`config.mk`:
```
export PLATFORM = sky130hd
export DESIGN_NAME = bfa_cfg
export DESIGN_NICKNAME = d
export VERILOG_FILES = /design/src/sv/bfa_pkg.sv /design/src/sv/bfa_cfg.sv
export SDC_FILE = /design/constraint.sdc
export NUM_CORES = 1
export LEC_CHECK = 0
export BUFFER_PORTS_ARGS = -buffer_cell sky130_fd_sc_hd__buf_2
export CAP_MARGIN = 20
export CORE_MARGIN = 2
export CORE_UTILIZATION = 27
export CTS_CLUSTER_DIAMETER = 60
export DETAILED_ROUTE_END_ITERATION = 10
export MAX_ROUTING_LAYER = met4
export PLACE_DENSITY = 0.78
export SLEW_MARGIN = 20
export SYNTH_ARGS = -nofsm -noshare
export SYNTH_HDL_FRONTEND = slang
export SYNTH_SLANG_ARGS = --single-unit
```
`constraint.sdc`:
```
create_clock -name clk -period 0.8 [get_ports clk]
set_input_delay 0.12 -clock clk [delete_from_list [all_inputs] [get_ports clk]]
set_output_delay 0.12 -clock clk [all_outputs]
set_load 0.05 [all_outputs]
```
`src/sv/bfa_pkg.sv`:
```
// shared types and constants of the best-fit block allocator
package bfa_pkg;

	localparam int FREE_ENTRIES = 64;
	localparam int MAX_REGIONS  = 16;
	localparam int REGION_BYTES = 4096;
	localparam int HEADER_BYTES = 16;

	localparam int IDX_W   = $clog2(FREE_ENTRIES);
	localparam int ADDR_W  = 16;
	localparam int SIZE_W  = 12;
	localparam int REQ_W   = SIZE_W + 1;
	localparam int STAMP_W = 32;
	localparam int REG_W   = 5;
	localparam int HS_DEPTH = 8192;
	localparam int HS_AW    = $clog2(HS_DEPTH);
	localparam int REGION_SHIFT = $clog2(REGION_BYTES);
	localparam int FRESH_SIZE   = REGION_BYTES - HEADER_BYTES;

	localparam logic OP_ALLOC = 1'b0;
	localparam logic OP_FREE  = 1'b1;

	localparam logic [1:0] ST_OK         = 2'd0;
	localparam logic [1:0] ST_NO_REGION  = 2'd1;
	localparam logic [1:0] ST_TABLE_FULL = 2'd2;

	typedef struct packed {
		logic [ADDR_W-1:0]  hdr;
		logic [SIZE_W-1:0]  size;
		logic [STAMP_W-1:0] stamp;
	} ent_t;

	typedef struct packed {
		logic             we;
		logic             clr;
		logic [IDX_W-1:0] idx;
		ent_t             ent;
	} tbl_wr_t;

	typedef struct packed {
		logic              we;
		logic [HS_AW-1:0]  addr;
		logic [SIZE_W-1:0] wdata;
	} hs_req_t;

	typedef enum logic [2:0] {
		S_IDLE,
		S_SCAN,
		S_DECIDE,
		S_FREE_RD,
		S_ALLOC,
		S_HDR2,
		S_DONE
	} state_t;

endpackage

```
`src/sv/bfa_cfg.sv`:
```
// apb register file holding the region limit
module bfa_cfg
	import bfa_pkg::*;
(
	input  logic             clk,
	input  logic             arst_n,
	input  logic             psel,
	input  logic             penable,
	input  logic             pwrite,
	input  logic [0:0]       paddr,
	input  logic [31:0]      pwdata,
	output logic [31:0]      prdata,
	output logic             pready,
	output logic [REG_W-1:0] region_limit
);

	logic [REG_W-1:0] limit_q;

	// register write on the access phase
	always_ff @(posedge clk or negedge arst_n) begin
		if (!arst_n) begin
			limit_q <= REG_W'(16);
		end else if (psel && penable && pwrite && paddr == 1'b0) begin
			limit_q <= pwdata[REG_W-1:0];
		end
	end

	assign pready       = 1'b1;
	assign prdata       = (paddr == 1'b0) ? {{(32-REG_W){1'b0}}, limit_q} : 32'd0;
	assign region_limit = limit_q;

endmodule

```
# Word level (Yosys, flattened, before mapping)
# Index checks and enable logic that the tools add are counted.
# classes
n_bitwise,1
div_mod_pow,0
n_shift,0
order_cmp,0
muxes,1
n_eq_ne,0
addsub,0
n_mul,0
n_reduce_logical,3
# ops
cell,n
2-to-1 mux 5 bit,1
logical AND 1 bit,3
NOT 1 bit,1
# word_totals
latch_bits,0
mem_count,0
rom_bits,0
ramBits,0
regBits,5
wordCells,6

# Depth between registers and ports, before layout
# logic_depth
ltp_word,3
ltp_mapped,2
mapped_depth_nobuf,2

# Worst setup path before layout
# OpenSTA, ideal clock, no wires.
# synth_path
path_kind,reg2out
startpoint,"reg limit_q[4], in the netlist region_limit[4]"
endpoint,out prdata[4]
setup_slack_ns,-0.342
required_ns,0.680
stages_incl_launch_ff,2
path_buffers,0
arrival_ns,1.022
cell_sequence,dfstp_2 -> and2b_2
# synth_via
elab_chain_cells,1
# synth_lines
item,line_no,rtl
"start, declared",bfa_cfg.sv:17,logic [REG_W-1:0] limit_q;
"start signal, assigned",bfa_cfg.sv:24,limit_q <= pwdata[REG_W-1:0];
2-to-1 mux 5 bit,bfa_cfg.sv:29,"assign prdata = (paddr == 1'b0) ? {{(32-REG_W){1'b0}}, limit_q} : 32'd0;"
"end, declared",bfa_cfg.sv:12,"output logic [31:0] prdata,"
# Every way passes these cells.

# Final worst setup path
# Ends and elaborated chain as after synthesis.

==> metrics.md <==
| Metric | Value |
|---|---|
| Max Cap Violations | `0` |
| Largest net degree at the start of global routing | `7` |
| Vias | `~330` |
| CORE AREA | `around 1700 sq um` |
| CTS tree | `done` |
| Share of the synthesized area in the top cell type | `between 40% and 50%` |
| Root buffer cell | `clkbuf_4` |
| CTS H-Tree Depth | `1` |
| CP arrival | `about 1.1 ns` |
| Initial DRC Count | `1` |
| WP depth | `2` |
| CTS Buffer Depth | `2` |
| First-pass GRT wire length | `about 1100 um` |
| Mapped Avg Cell Area | `between 10 and 15 sq um` |
| Final min period | `1.169 ns` |
| GRT Util Overall | `between 8 and 9%` |
| Req. time, crit path | `slightly below 0.7 ns` |
| Chip Height | `45.63 um` |
| Max-slew violation count | `0` |
| Register area share after synthesis | `between 20% and 30%` |
| Wire length per cell | `between 10 and 15 um` |
| Synth unique cells | `7` |
| Fin worst setup slack | `-0.3688 ns` |
| CTS buffer count | `3` |
| Post-DP HPWL | `around 700 um` |
| Leak Pwr | `roughly 0.39 nW` |
| Area contributors post-synth | `buf_4, dfrtp_1, mux2_2` |
| Routability Congestion | `0.5832` |
| Die Area | `~2100 sq um` |
| Number of global-route vias before repair | `about 270` |
| Final Hold Vio Count | `0` |
| Power density cells | `~2800 nW/um^2` |
| Violated checks | `negative setup slack` |
| Max Clk Rate | `between 800 and 900 MHz` |
| Worst Skew | `0 ns` |
| Layout Nets | `114` |
| Crit path buf inv count | `1` |
| CP Launch Type | `register` |
| Area growth syn-to-layout | `46.26%` |
| Core Rows | `15` |
| Slowest stage cell on the critical path | `dfstp_2` |
| Starting density of the core | `between 20% and 30%` |
| RSZ-0062 raised after global routing | `yes` |
| Most frequent cells in the layout | `conb_1, buf_2, buf_6` |
| Die Wd | `approximately 46 um` |
| Crit Path Class | `reg -> out` |
| CP cell instances | `and2b_4 -> buf_8` |
| Worst Hold Depth | `2` |
| Final setup vio count | `14` |
| DRT Pass-1 Iters | `2` |
| Fin cells | `92` |
| Initial antenna violation count | `0` |
| Share of layout cells above drive strength 1 | `between 60% and 70%` |
| Worst-Skew Late Latency | `0.24 ns` |
| Status | `finished with violations` |
| Max IR drop VDD | `about 780 uV` |
| Worst path max stage delay | `0.52 ns` |
| Hold Path Class | `in -> reg` |
| Element type at the critical path end | `output pin` |
| Antenna viol nets, final | `0` |
| Placed instance area | `around 500 sq um` |
| Kind of cell adding the most delay to the critical path | `flip-flops` |
| # clock sinks | `5` |
| DRC Markers | `0` |
| GRT overflow | `0` |
| CP Max Fanout | `2` |
| WL final | `~1000 um` |
| Buffers on Ports | `20` |
| Synth area leader | `buf_4` |
| Design area | `684.4 sq um` |
| Max FFs per register | `5` |
| Antenna diode count | `0` |
| Vias per cell | `about 3.6` |
| DP Cell Count | `81` |
| I/O pin total | `76` |
| Most common cell after layout, fill and taps aside | `conb_1` |
| R2R depth | `3` |
| Syn. warnings | `0` |
| Synthesized flop and latch total | `5` |
| Mapped Cells | `46` |
| Final Cycle Share | `146.1%` |
| Clock slew at reported path FFs | `0.04 ns` |
| Mapped cell area | `between 400 and 500 sq um` |
-- synth_stat cells (all sizes together) --
cell type and count:
dfrtp 4, nand4b 1, dfstp 1, and2b 5, mux2 5, buf 28, conb 2
-- per-stage QoR --
| step | setup WS, ns | hold WS (ns) | util [%] | total power [mW] | setup TNS [ns] |
|---|---|---|---|---|---|
| floorplan | -0.2960 | -0.1756 | - | 1.225 | -1.358 |
| global placement | -0.2057 | -0.06602 | 30.11 | 1.244 | -1.161 |
| global route | -0.4047 | 0.1141 | 40.97 | 1.969 | -3.411 |
| finish | -0.3688 | 0.1135 | 40.97 | 1.893 | -3.067 |
| CTS | -0.3732 | 0.1097 | 37.83 | 1.760 | -2.697 |
| detailed placement | -0.2134 | -0.06349 | 30.11 | 1.264 | -1.366 |
-- routing by layer --
layer	vias to the layer above	global-route usage [%]	part of all wire [%]	wire length (um)
met5	-	-	0	0
met4	0	8.824	1.3	13
met3	2	1.190	8.8	90
met2	27	16.06	61	623
met1	153	7.692	29	292
li1	146	-	-	-
-- cell type report --
| type | instances | area (sq um) |
|---|---|---|
| multi-input cells | 39 | 250.2 |
| repair buffers | 27 | 255.2 |
| well taps | 17 | 21.27 |
| flip-flops and latches | 5 | 131.4 |
| fillers | 172 | 985.9 |
| clock buffers | 4 | 26.28 |
-- path summary, 6_finish.rpt --
kind	startpoint	to	slack, ns
setup / recovery	region_limit[4]$_DFFE_PN1P_	prdata[4]	-0.37
hold / removal	pwdata[1]	region_limit[1]$_DFFE_PN0P_	0.11
setup reg to reg	region_limit[3]$_DFFE_PN0P_	region_limit[3]$_DFFE_PN0P_	-0.20
hold reg to reg	region_limit[1]$_DFFE_PN0P_	region_limit[1]$_DFFE_PN0P_	0.56
max in group asynchronous	arst_n	region_limit[4]$_DFFE_PN1P_	0.32
min in group asynchronous	arst_n	region_limit[0]$_DFFE_PN0P_	0.27
-- power breakdown --
part           internal, mW  switching (mW)
Sequential            0.327          0.0484
Clock                 0.188          0.0987
Combinational         0.463           0.768
Total                 0.978           0.915
-- cell families (layout without fill, tap and decap cells) --
logic type,count (synthesis),after routing,share of synthesized area (%)
buffers and inverters,28,31,44.92
AND/OR/NAND/NOR,6,6,14.44
multiplexers,5,5,12.03
flip-flops,5,5,27.01
other,2,28,1.605
-- timing repair --
| action | in CTS | in global routing |
|---|---|---|
| setup endpoints to repair | 10 | 15 |
| buffers inserted | 3 | 3 |
| endpoints found under the hold margin | 5 | 0 |
| pin swaps | 0 | 0 |
| hold buffers | 1 | 0 |
| resized for setup | 22 | 8 |
Note: power is estimated with default switching activity, not from simulation.
